[src/lge_pkg.sv]
package lge_pkg;

  // Default grid size.
  localparam int RowsDef = 16;
  localparam int ColsDef = 16;

  // Fixed field widths.
  localparam int OpW   = 2;
  localparam int IdxW  = 4;
  localparam int OutW  = 16;
  localparam int CountW = 4;

  // Neighbor counts of rule B3/S23.
  localparam logic [CountW-1:0] BirthCount   = 4'd3;
  localparam logic [CountW-1:0] SurviveCount = 4'd2;

  typedef enum logic [OpW-1:0] {
    OP_WRITE = 2'd0,
    OP_STEP  = 2'd1,
    OP_READ  = 2'd2,
    OP_NOP   = 2'd3
  } opcode_e;

  typedef enum logic [1:0] {
    ST_IDLE   = 2'd0,
    ST_ACCESS = 2'd1,
    ST_GEN    = 2'd2,
    ST_DONE   = 2'd3
  } state_e;

endpackage

[src/lge_row_unit.sv]
module lge_row_unit import lge_pkg::*; #(
  parameter int COLS = ColsDef
) (
  input  logic [COLS-1:0] prev_row_i,
  input  logic [COLS-1:0] cur_row_i,
  input  logic [COLS-1:0] next_row_i,
  output logic [COLS-1:0] new_row_o
);

  // The border columns always stay dead.
  assign new_row_o[0]      = 1'b0;
  assign new_row_o[COLS-1] = 1'b0;

  // Each interior column counts its eight neighbors and applies the rule.
  for (genvar c = 1; c < COLS - 1; c++) begin : g_col
    logic [CountW-1:0] count;

    assign count = CountW'(prev_row_i[c-1]) + CountW'(prev_row_i[c])
                 + CountW'(prev_row_i[c+1]) + CountW'(cur_row_i[c-1])
                 + CountW'(cur_row_i[c+1])  + CountW'(next_row_i[c-1])
                 + CountW'(next_row_i[c])   + CountW'(next_row_i[c+1]);

    assign new_row_o[c] = (count == BirthCount)
                        || (cur_row_i[c] && (count == SurviveCount));
  end

endmodule

[src/life_generation_engine_top.sv]
// Channel | Direction | Handshake               | Word
// in      | input     | in_valid_i / in_ready_o   | opcode_i, row_index_i, col_index_i, cell_value_i
// out     | output    | out_valid_o / out_ready_i | row_cells_o
//
// A cell write or row read passes through the access state and then the done state, where its result
// is loaded into the output register. A generation passes through the generate and done states;
// one grid row per cycle streams through a three-row window into the row unit.
// Reset clears the per-row valid bits, so the whole grid reads as dead at once.
// Input is accepted only in the idle state; a new word may be accepted while the
// previous result still waits, and the next result then stalls until that one is taken.
module life_generation_engine_top import lge_pkg::*; #(
  parameter int ROWS = RowsDef,
  parameter int COLS = ColsDef
) (
  input  logic            clk_i,
  input  logic            rst_ni,
  input  logic            in_valid_i,
  output logic            in_ready_o,
  input  logic [OpW-1:0]  opcode_i,
  input  logic [IdxW-1:0] row_index_i,
  input  logic [IdxW-1:0] col_index_i,
  input  logic            cell_value_i,
  output logic            out_valid_o,
  input  logic            out_ready_i,
  output logic [OutW-1:0] row_cells_o
);

  localparam int RW = $clog2(ROWS);
  localparam int CW = $clog2(ROWS + 1);

  state_e state_q, state_d;

  // Latched input word.
  opcode_e         op_q, op_d;
  logic [IdxW-1:0] row_q, row_d;
  logic [IdxW-1:0] col_q, col_d;
  logic            val_q, val_d;

  // Grid memory and per-row valid bits.
  logic [COLS-1:0] grid_mem [ROWS];
  logic [ROWS-1:0] row_vld_q;
  logic            rd_en;
  logic [RW-1:0]   rd_addr;
  logic [COLS-1:0] rd_data_q;
  logic            rd_vld_q;
  logic            wr_en;
  logic [RW-1:0]   wr_addr;
  logic [COLS-1:0] wr_data;
  logic [COLS-1:0] acc_row;

  // Generation sequencer.
  logic [CW-1:0]   gen_ctr_q, gen_ctr_d;
  logic            arr_vld_q;
  logic [RW-1:0]   arr_row_q;
  logic [COLS-1:0] win_prev_q, win_prev_d;
  logic [COLS-1:0] win_cur_q, win_cur_d;
  logic [COLS-1:0] new_row;

  // Result and output register.
  logic [OutW-1:0] res_q, res_d;
  logic [OutW-1:0] row_view;
  logic            out_load;
  logic            out_valid_q;
  logic [OutW-1:0] row_cells_q;

  logic            row_ok;
  logic            cell_ok;
  logic [COLS-1:0] bit_mask;

  assign acc_row = rd_vld_q ? rd_data_q : '0;

  // The low sixteen columns of the row just read.
  for (genvar j = 0; j < OutW; j++) begin : g_view
    if (j < COLS) begin : g_col
      assign row_view[j] = acc_row[j];
    end else begin : g_pad
      assign row_view[j] = 1'b0;
    end
  end

  // Range checks on the latched indexes.
  assign row_ok   = 32'(row_q) < ROWS;
  assign cell_ok  = (row_q != '0) && (32'(row_q) + 1 < ROWS)
                 && (col_q != '0) && (32'(col_q) + 1 < COLS);
  assign bit_mask = COLS'(1) << col_q;

  lge_row_unit #(
    .COLS(COLS)
  ) u_row_unit (
    .prev_row_i(win_prev_q),
    .cur_row_i (win_cur_q),
    .next_row_i(acc_row),
    .new_row_o (new_row)
  );

  assign in_ready_o = (state_q == ST_IDLE);
  assign out_load   = (state_q == ST_DONE) && (!out_valid_q || out_ready_i);

  // Next state.
  always_comb begin
    state_d = state_q;
    case (state_q)
      ST_IDLE: begin
        if (in_valid_i) begin
          case (opcode_e'(opcode_i))
            OP_WRITE, OP_READ: state_d = ST_ACCESS;
            OP_STEP:           state_d = ST_GEN;
            default:           state_d = ST_DONE;
          endcase
        end
      end
      ST_ACCESS: state_d = ST_DONE;
      ST_GEN: begin
        if (arr_vld_q && (arr_row_q == RW'(ROWS - 1))) begin
          state_d = ST_DONE;
        end
      end
      ST_DONE: begin
        if (out_load) begin
          state_d = ST_IDLE;
        end
      end
      default: state_d = ST_IDLE;
    endcase
  end

  // Datapath control for each state.
  always_comb begin
    op_d       = op_q;
    row_d      = row_q;
    col_d      = col_q;
    val_d      = val_q;
    rd_en      = 1'b0;
    rd_addr    = '0;
    wr_en      = 1'b0;
    wr_addr    = '0;
    wr_data    = '0;
    gen_ctr_d  = gen_ctr_q;
    win_prev_d = win_prev_q;
    win_cur_d  = win_cur_q;
    res_d      = res_q;
    case (state_q)
      ST_IDLE: begin
        if (in_valid_i) begin
          op_d  = opcode_e'(opcode_i);
          row_d = row_index_i;
          col_d = col_index_i;
          val_d = cell_value_i;
          res_d = '0;
          case (opcode_e'(opcode_i))
            OP_WRITE, OP_READ: begin
              rd_en   = 1'b1;
              rd_addr = RW'(row_index_i);
            end
            OP_STEP: begin
              rd_en     = 1'b1;
              rd_addr   = '0;
              gen_ctr_d = CW'(1);
            end
            default: ;
          endcase
        end
      end
      ST_ACCESS: begin
        if (op_q == OP_WRITE) begin
          if (cell_ok) begin
            wr_en   = 1'b1;
            wr_addr = RW'(row_q);
            wr_data = val_q ? (acc_row | bit_mask) : (acc_row & ~bit_mask);
          end
        end else if (row_ok) begin
          res_d = row_view;
        end
      end
      ST_GEN: begin
        // Keep issuing row reads until the last row is requested.
        if (32'(gen_ctr_q) < ROWS) begin
          rd_en     = 1'b1;
          rd_addr   = gen_ctr_q[RW-1:0];
          gen_ctr_d = gen_ctr_q + CW'(1);
        end
        // A returning row completes the window for the row above it.
        if (arr_vld_q) begin
          if (arr_row_q >= RW'(2)) begin
            wr_en   = 1'b1;
            wr_addr = arr_row_q - RW'(1);
            wr_data = new_row;
          end
          win_prev_d = win_cur_q;
          win_cur_d  = acc_row;
        end
      end
      default: ;
    endcase
  end

  // Control registers.
  always_ff @(posedge clk_i or negedge rst_ni) begin
    if (!rst_ni) begin
      state_q     <= ST_IDLE;
      gen_ctr_q   <= '0;
      arr_vld_q   <= 1'b0;
      arr_row_q   <= '0;
      row_vld_q   <= '0;
      out_valid_q <= 1'b0;
    end else begin
      state_q   <= state_d;
      gen_ctr_q <= gen_ctr_d;
      arr_vld_q <= rd_en;
      arr_row_q <= rd_addr;
      if (wr_en) begin
        row_vld_q[wr_addr] <= 1'b1;
      end
      if (out_load) begin
        out_valid_q <= 1'b1;
      end else if (out_ready_i) begin
        out_valid_q <= 1'b0;
      end
    end
  end

  // Payload registers.
  always_ff @(posedge clk_i) begin
    op_q       <= op_d;
    row_q      <= row_d;
    col_q      <= col_d;
    val_q      <= val_d;
    win_prev_q <= win_prev_d;
    win_cur_q  <= win_cur_d;
    res_q      <= res_d;
    if (out_load) begin
      row_cells_q <= res_q;
    end
  end

  // Grid memory with registered read data.
  always_ff @(posedge clk_i) begin
    if (wr_en) begin
      grid_mem[wr_addr] <= wr_data;
    end
    if (rd_en) begin
      rd_data_q <= grid_mem[rd_addr];
      rd_vld_q  <= row_vld_q[rd_addr];
    end
  end

  assign out_valid_o = out_valid_q;
  assign row_cells_o = row_cells_q;

`ifndef SYNTHESIS
  // A word taken while idle always moves the sequencer out of the idle state.
  assert property (@(posedge clk_i) disable iff (!rst_ni)
    (in_valid_i && in_ready_o) |=> (state_q != ST_IDLE))
    else $error("accepted word did not start an operation");

  // The top and bottom rows are never written.
  assert property (@(posedge clk_i) disable iff (!rst_ni)
    wr_en |-> ((wr_addr != '0) && (wr_addr != RW'(ROWS - 1))))
    else $error("write to a border row");

  // Border columns of a written row stay dead.
  assert property (@(posedge clk_i) disable iff (!rst_ni)
    wr_en |-> (!wr_data[0] && !wr_data[COLS-1]))
    else $error("live cell written into a border column");

  // A new result is loaded only from the done state.
  assert property (@(posedge clk_i) disable iff (!rst_ni)
    $rose(out_valid_o) |-> ($past(state_q) == ST_DONE))
    else $error("result presented outside the done state");

  // Memory reads are issued only while idle or generating.
  assert property (@(posedge clk_i) disable iff (!rst_ni)
    rd_en |-> ((state_q == ST_IDLE) || (state_q == ST_GEN)))
    else $error("unexpected grid read");
`endif

endmodule
[config.mk]
export PLATFORM = sky130hd
export DESIGN_NAME = life_generation_engine_top
export DESIGN_NICKNAME = d
export VERILOG_FILES = /design/src/lge_pkg.sv /design/src/lge_row_unit.sv /design/src/life_generation_engine_top.sv
export SDC_FILE = /design/constraint.sdc
export NUM_CORES = 1
export LEC_CHECK = 0
export BUFFER_PORTS_ARGS = -buffer_cell sky130_fd_sc_hd__buf_2
export CAP_MARGIN = 30
export CORE_MARGIN = 5
export CORE_UTILIZATION = 55
export DETAILED_ROUTE_END_ITERATION = 10
export GPL_TIMING_DRIVEN = 0
export PLACE_DENSITY_LB_ADDON = 0.05
export SLEW_MARGIN = 20
export SYNTH_ARGS = -nofsm -noshare
export SYNTH_HDL_FRONTEND = slang
export SYNTH_SLANG_ARGS = --single-unit
export TNS_END_PERCENT = 1
[constraint.sdc]
create_clock -name clk_i -period 3.6 [get_ports clk_i]
set_input_delay 0.36 -clock clk_i [delete_from_list [all_inputs] [get_ports clk_i]]
set_output_delay 0.36 -clock clk_i [all_outputs]
set_load 0.03 [all_outputs]
---- Word level (Yosys, flattened, before mapping) ----
Memories as Yosys holds them, arrays and structs flattened. A register that Yosys moved wholly into a read port is not among the register bits.
Cells that the tools add are included.
storage, ports and cells
  memories kept ........................... 1
  memory bits (writable) .................. 256
  logic and storage cells ................. 266
  input port bits ......................... 15
  register bits after elaboration ......... 105
  output and inout bits ................... 18
memories
  name      words  width  rd ports  clocked after memory_dff  write ports  line                              source
  grid_mem  16     16     1         1                         1            life_generation_engine_top.sv:40  logic [COLS-1:0] grid_mem [ROWS];
operators by class
  equal/unequal tests ..................... 40
  bitwise operators ....................... 4
  $lt $le $gt $ge ......................... 7
  multiplexer cells ....................... 45
  shift operators ......................... 1
  reduce and logical (&&, ||, !) cells .... 51
  add/sub/neg operators ................... 102
operators with widths
  cell                    count
  $add A4 B1 Y4           84
  $eq A4 B2 Y1 const B    28
  $mux W16                6
  $pmux W16 S2            2
  $or A16 B16 Y16         2
  $mux W15                2
  $add A1 B1 Y2           14
  $mux W4                 7
  $logic_and A1 B1 Y1     20
  $and A16 B16 Y16        1
  $not A16 Y16            1
  $pmux W4 S2             2
  $shl A1 B4 Y16 const A  1
  $logic_or A1 B1 Y1      15
  $lt A5 B5 Y1 const B    3
  $mux W5                 3
  $mux W1                 13
  $add A4 B1 Y5 const B   2
  $lt A4 B5 Y1 const B    2
  $ne A2 B2 Y1 const B    5
  $pmux W5 S2             1
  $pmux W2 S4             1
  $reduce_bool A4 Y1      2
  $eq A2 B2 Y1 const B    3
  20 further kinds        30

---- Longest topological paths before layout ----
  depth in word-level cells ............... 13
  mapped depth ............................ 13
  mapped depth without buffers ............ 12

---- Modules after synthesis ----
Synthesis repeated with hierarchy kept, for this count alone.
second synthesis, totals
  cells, all modules ...................... 1346
  area total of the unflattened synthesis .. 17905.9 µm²
by module, submodules not included
  module                      seq. area each (µm²)  cells an instance  area an instance (µm²)  instances
  life_generation_engine_top  11175.7               1072               15486.1                 1
  lge_row_unit                0.0                   274                2419.8                  1

---- Worst setup path before layout ----
Ideal clock, no wire load.
  path type ............................... reg2reg
  start point ............................. reg rd_vld_q
  end point ............................... mem grid_mem[0][9] (netlist name), data pin
  setup time .............................. 0.330 ns
  slack ................................... -0.401 ns
  stages on the path, launching flop included .. 14
  required time ........................... 3.270 ns
  data arrival time ....................... 3.671 ns
  period minus slack after synthesis ...... 4.001 ns
  path buffers ............................ 1
  cells stage by stage .................... edfxtp_1 -> clkbuf_1 -> and2_1 -> inv_1 -> fa_1 -> fa_1 -> inv_1 -> fa_1 -> inv_1 -> fa_1 -> a2111oi_0 -> a21oi_1 -> or4_1 -> o21ai_0
between the ends
  longest elaborated chain between the ends .. 10
  elaborated cells on any way between the ends .. 16
  classes of those cells .................. add/sub: 3; eq/ne: 2; mux: 7; bitwise: 2; reduce/logical: 2
ends and longest elaborated chain
  item                          line                               source
  start, declared               life_generation_engine_top.sv:45   logic rd_vld_q;
  start signal, assigned        life_generation_engine_top.sv:243  rd_vld_q <= row_vld_q[rd_addr];
  $mux W16 *                    life_generation_engine_top.sv:70   assign acc_row = rd_vld_q ? rd_data_q : '0;
  net acc_row[8]                life_generation_engine_top.sv:49   logic [COLS-1:0] acc_row;
  $add A4 B1 Y4 *               lge_row_unit.sv:20                 + CountW'(cur_row_i[c+1]) + CountW'(next_row_i[c-1])
  $add A4 B1 Y4 * (2 in a row)  lge_row_unit.sv:21                 + CountW'(next_row_i[c]) + CountW'(next_row_i[c+1]);
  $eq A4 B2 Y1                  lge_row_unit.sv:24                 || (cur_row_i[c] && (count == SurviveCount));
  $logic_and A1 B1 Y1           lge_row_unit.sv:24
  $logic_or A1 B1 Y1 *          lge_row_unit.sv:24
  $mux W15 *                    life_generation_engine_top.sv:184  if (arr_row_q >= RW'(2)) begin
  $mux W15 *                    life_generation_engine_top.sv:183  if (arr_vld_q) begin
  $pmux W16 S2 *                life_generation_engine_top.sv:142  case (state_q)
  net wr_data[9]                life_generation_engine_top.sv:48   logic [COLS-1:0] wr_data;
  end, declared                 life_generation_engine_top.sv:40
Mark *: on every way through the listed nets, which the timed path passes. The rest lies on a longest branch.

---- Final worst setup path ----
  start point ............................. reg win_prev_q[9]
  end point ............................... mem grid_mem[3][9] (netlist name), data pin
between the ends
  longest elaborated chain between the ends .. 13
  elaborated cells on any way between the ends .. 14
  classes of those cells .................. add/sub: 7; eq/ne: 2; mux: 3; reduce/logical: 2
ends and longest elaborated chain
  item                          line                               source
  start, declared               life_generation_engine_top.sv:55   logic [COLS-1:0] win_prev_q, win_prev_d;
  start signal, assigned        life_generation_engine_top.sv:228  win_prev_q <= win_prev_d;
  $add A1 B1 Y2 *               lge_row_unit.sv:18                 assign count = CountW'(prev_row_i[c-1]) + CountW'(prev_row_i[c])
  $add A4 B1 Y4 * (2 in a row)  lge_row_unit.sv:19                 + CountW'(prev_row_i[c+1]) + CountW'(cur_row_i[c-1])
  $add A4 B1 Y4 * (2 in a row)  lge_row_unit.sv:20
  $add A4 B1 Y4 * (2 in a row)  lge_row_unit.sv:21
  $eq A4 B2 Y1                  lge_row_unit.sv:24
  $logic_and A1 B1 Y1           lge_row_unit.sv:24
  $logic_or A1 B1 Y1 *          lge_row_unit.sv:24
  $mux W15 *                    life_generation_engine_top.sv:184
  $mux W15 *                    life_generation_engine_top.sv:183
  $pmux W16 S2 *                life_generation_engine_top.sv:142
  net wr_data[9]                life_generation_engine_top.sv:48
Marked as above.

==> flow_metrics.tcl <==
set metrics [dict create \
    synth_cells 1499 \
    drt_first_pass_iters 5 \
    slew_headroom_pct 34.3 \
    grt_max_degree 33 \
    synth_simple_gate_area_share_pct 13.1 \
    finClkSkew_ps 21.6 \
    synthTopCellsByArea "edfxtp_1 57%, nand3_1 7.5%, fa_1 6.0%, o21ai_0 4.2%, dfrtp_1 4.0%" \
    core_region_area_sq_um 32600 \
    initial_core_util_pct 55.9 \
    dp_hpwl_um 35600 \
    switchingPower_w 0.00433 \
    cts_root_buf "clkbuf_16" \
    clk_path_buf_depth 3 \
    synth-xor-area-share_pct 0.192 \
    ys_warn_count 0 \
    antenna_found_initial 0 \
    drive_gt1_share_pct 17.7 \
    synth-edff-count 348 \
    yosysTopAreaCell "edfxtp_1" \
    ant_nets 0 \
    path_max_fanout 8 \
    antenna_cells 0 \
    synth_top_area_share_pct 57.3 \
    drt-total-wl_um 52000 \
    dp.cells 1986 \
    syn2layout_area_growth_pct 18.4 \
    numClockSinks 377 \
    stdcell_count 2099 \
    cts_tree "done" \
    worstPathRequired_ps 3990 \
    drc_errors 0 \
    powerDensity_nw_per_um2 628 \
    cts.clk_slew.worst_paths_ps 60 \
    cap_violations 0 \
    wire_per_inst_um 24.8 \
    finalCritPeriodShare_pct 108 \
    die_w_um 192 \
    drv_slew 0 \
    synth_compound_area_share_pct 9.80 \
    layout_common_cells "348 x edfxtp_1, 274 x nand3_1, 139 x o21ai_0" \
    syn_nets 1621 \
    grt_pass1_wl_um 77700 \
    pre_cts_ws_ps -776 \
    async_flop_share_pct 7.69 \
    peakVddDrop_mv 0.412 \
    p_leak_nw 7.91 \
    syn-cell-area_sq_um 18200 \
    power_frac_comb_pct 27.7 \
    totalPowerFinal_w 0.0136 \
    final_common_cell "edfxtp_1" \
    fp.dieH_um 192 \
    final_nets 1750 \
    post_drt_via_cell_ratio 6.11 \
    synth.avg_cell_area_sq_um 12.2 \
    num_vias 12817 \
    synthAdderAreaFrac_pct 9.61 \
    io_pins 33 \
    clock_latency_ps 550 \
    setup_violations 225 \
    intPower_w 0.00924 \
    setup_slack_ps -277 \
    fmax_mhz 258 \
    worst_slew_pin_slew_ps 959 \
    htreeDepth 2 \
    grt_pass1_vias 12910 \
    drt_iter0_drc 1253 \
    fillers 2447 \
    arrival_ps 4270 \
    tns_ps -33340 \
    synth_top_family_by_area "simple AND/OR/NAND/NOR gates" \
    die_area_sq_um 36900 \
    crit_type "flip-flop to flip-flop" \
    violations "negative setup slack" \
    track_usage_pct 28.3 \
    cts_buffers 42 \
    p_sw_share_pct 31.9 \
    ys_seq_area_share_pct 61.3 \
    grt_remaining_overflow 0 \
    cp-start-kind "flip-flop" \
    yosys_most_used_dff "edfxtp_1" \
    seqPwrFrac_pct 40.2 \
    ys_ff_latch 377 \
    pwr-share-clk_pct 32.1 \
    status "complete, but fails checks" \
    synth_mux_area_share_pct 0.933 \
    hold_viol 0 \
    rows 66 \
    final.min_clock_period_ps 3880 \
    yosysUniqueCellTypes 58 \
    cp-end-kind "flip-flop" \
    min_path_type "input pin to flip-flop" \
    io_buffers 31 \
    place_congestion 0.941 \
    rsz0062_at_grt "true" \
]
==> logic make-up (layout without fill, tap and decap cells) <==
family,count (synthesis),in the layout
xor gates and xnor gates,4,4
AOI/OAI and AO/OA,297,301
DFF,377,377
adders and majority gates,107,107
and+or+nand+nor,461,461
muxes,17,17
buffers and inverters,236,390
==> routing by layer <==
layer  track usage, %  routed length [um]
met1             36.8               20600
met2             46.2               24500
met3             6.76                4410
met4             11.8                2550
met5                0                   0
==> power by group through the flow <==
stage | sequential [W] | clock [W] | combinational [W]
2_1_floorplan | 0.00561 | 0 | 0.00210
3_3_place_gp | 0.00554 | 0 | 0.00304
3_5_place_dp | 0.00554 | 0 | 0.00322
4_1_cts | 0.00545 | 0.00440 | 0.00355
5_1_grt | 0.00549 | 0.00460 | 0.00416
6_report | 0.00545 | 0.00436 | 0.00375
==> path summary, 6_finish.rpt <==
path / startpoint / to / slack [ps] / cells after the start
max: win_prev_q[9] / grid_mem[3][9] / -280 / 14
min: col_index_i[1] / col_q[1] / 40 / 1
max reg2reg: win_prev_q[9] / grid_mem[3][9] / -280 / 14
min reg2reg: res_q[9] / row_cells_o[9] / 420 / 0
max in group asynchronous: rst_ni / row_vld_q[4] / 2670 / 2
min in group asynchronous: rst_ni / gen_ctr_q[0] / 430 / 2
==> worst max-delay path: stages (launching register included) <==
cell and delay (ps):
edfxtp_1 420, buf_6 140, ha_1 270, inv_1 50
fa_1 500, fa_1 430, inv_2 80, fa_2 210
inv_2 40, fa_2 370, a2111oi_4 310, a21oi_2 50
or4_4 450, o21ai_4 180, clkbuf_16 240
==> final cells by class <==
class                           instances  area, sq um  share of cell area, %
Tap cell                              442          553                   2.56
Clock inverter                         17          240                   1.11
Multi-Input combinational cell        890         6710                   31.1
Inverter                              140          528                   2.45
Buffer                                 96          423                   1.96
Clock buffer                           56         1140                   5.30
Sequential cell                       377        11200                   51.8
Timing Repair Buffer                   81          815                   3.77
==> flip-flops by register name, summed over array words and instances, names as in the netlist <==
register and count:
arr_row_q 4, arr_vld_q 1, col_q 4, gen_ctr_q 5, grid_mem 256, op_q 2
out_valid_o 1, rd_data_q 16, rd_vld_q 1, res_q 16, row_cells_o 16, row_q 4
row_vld_q 16, state_q 2, val_q 1, win_cur_q 16, win_prev_q 16
==> repair_timing <==
action	in CTS	in global routing
hold buffers	4	0
endpoints found under the setup margin	264	429
gates resized for setup	91	40
gates cloned	7	2
setup buffers	19	8
pin swaps	25	9
endpoints found under the hold margin	32	0
==> synthesized netlist by cell type (all sizes together) (10+ instances only) <==
cell type  instances
o21ai            159
fa                55
dfrtp             29
ha                52
clkbuf            71
o21bai            15
nor4              18
nand3            274
nor2b             10
inv              140
a21oi             52
mux2i             17
nand2b            10
and3              16
nor2              47
edfxtp           348
nand2             35
or4               14
a22oi             35
buf               25
==> metrics by stage <==
stage               cell area (sq um)  utilization, %  hold slack [ps]
floorplan                       18300               -             64.4
global placement                19000            58.2              406
detailed placement              19200            59.0              405
CTS                             21300            65.4             27.3
global route                    21600            66.2             35.0
finish                          21600            66.2             39.0
No activity file was read; power rests on OpenSTA's default activity.
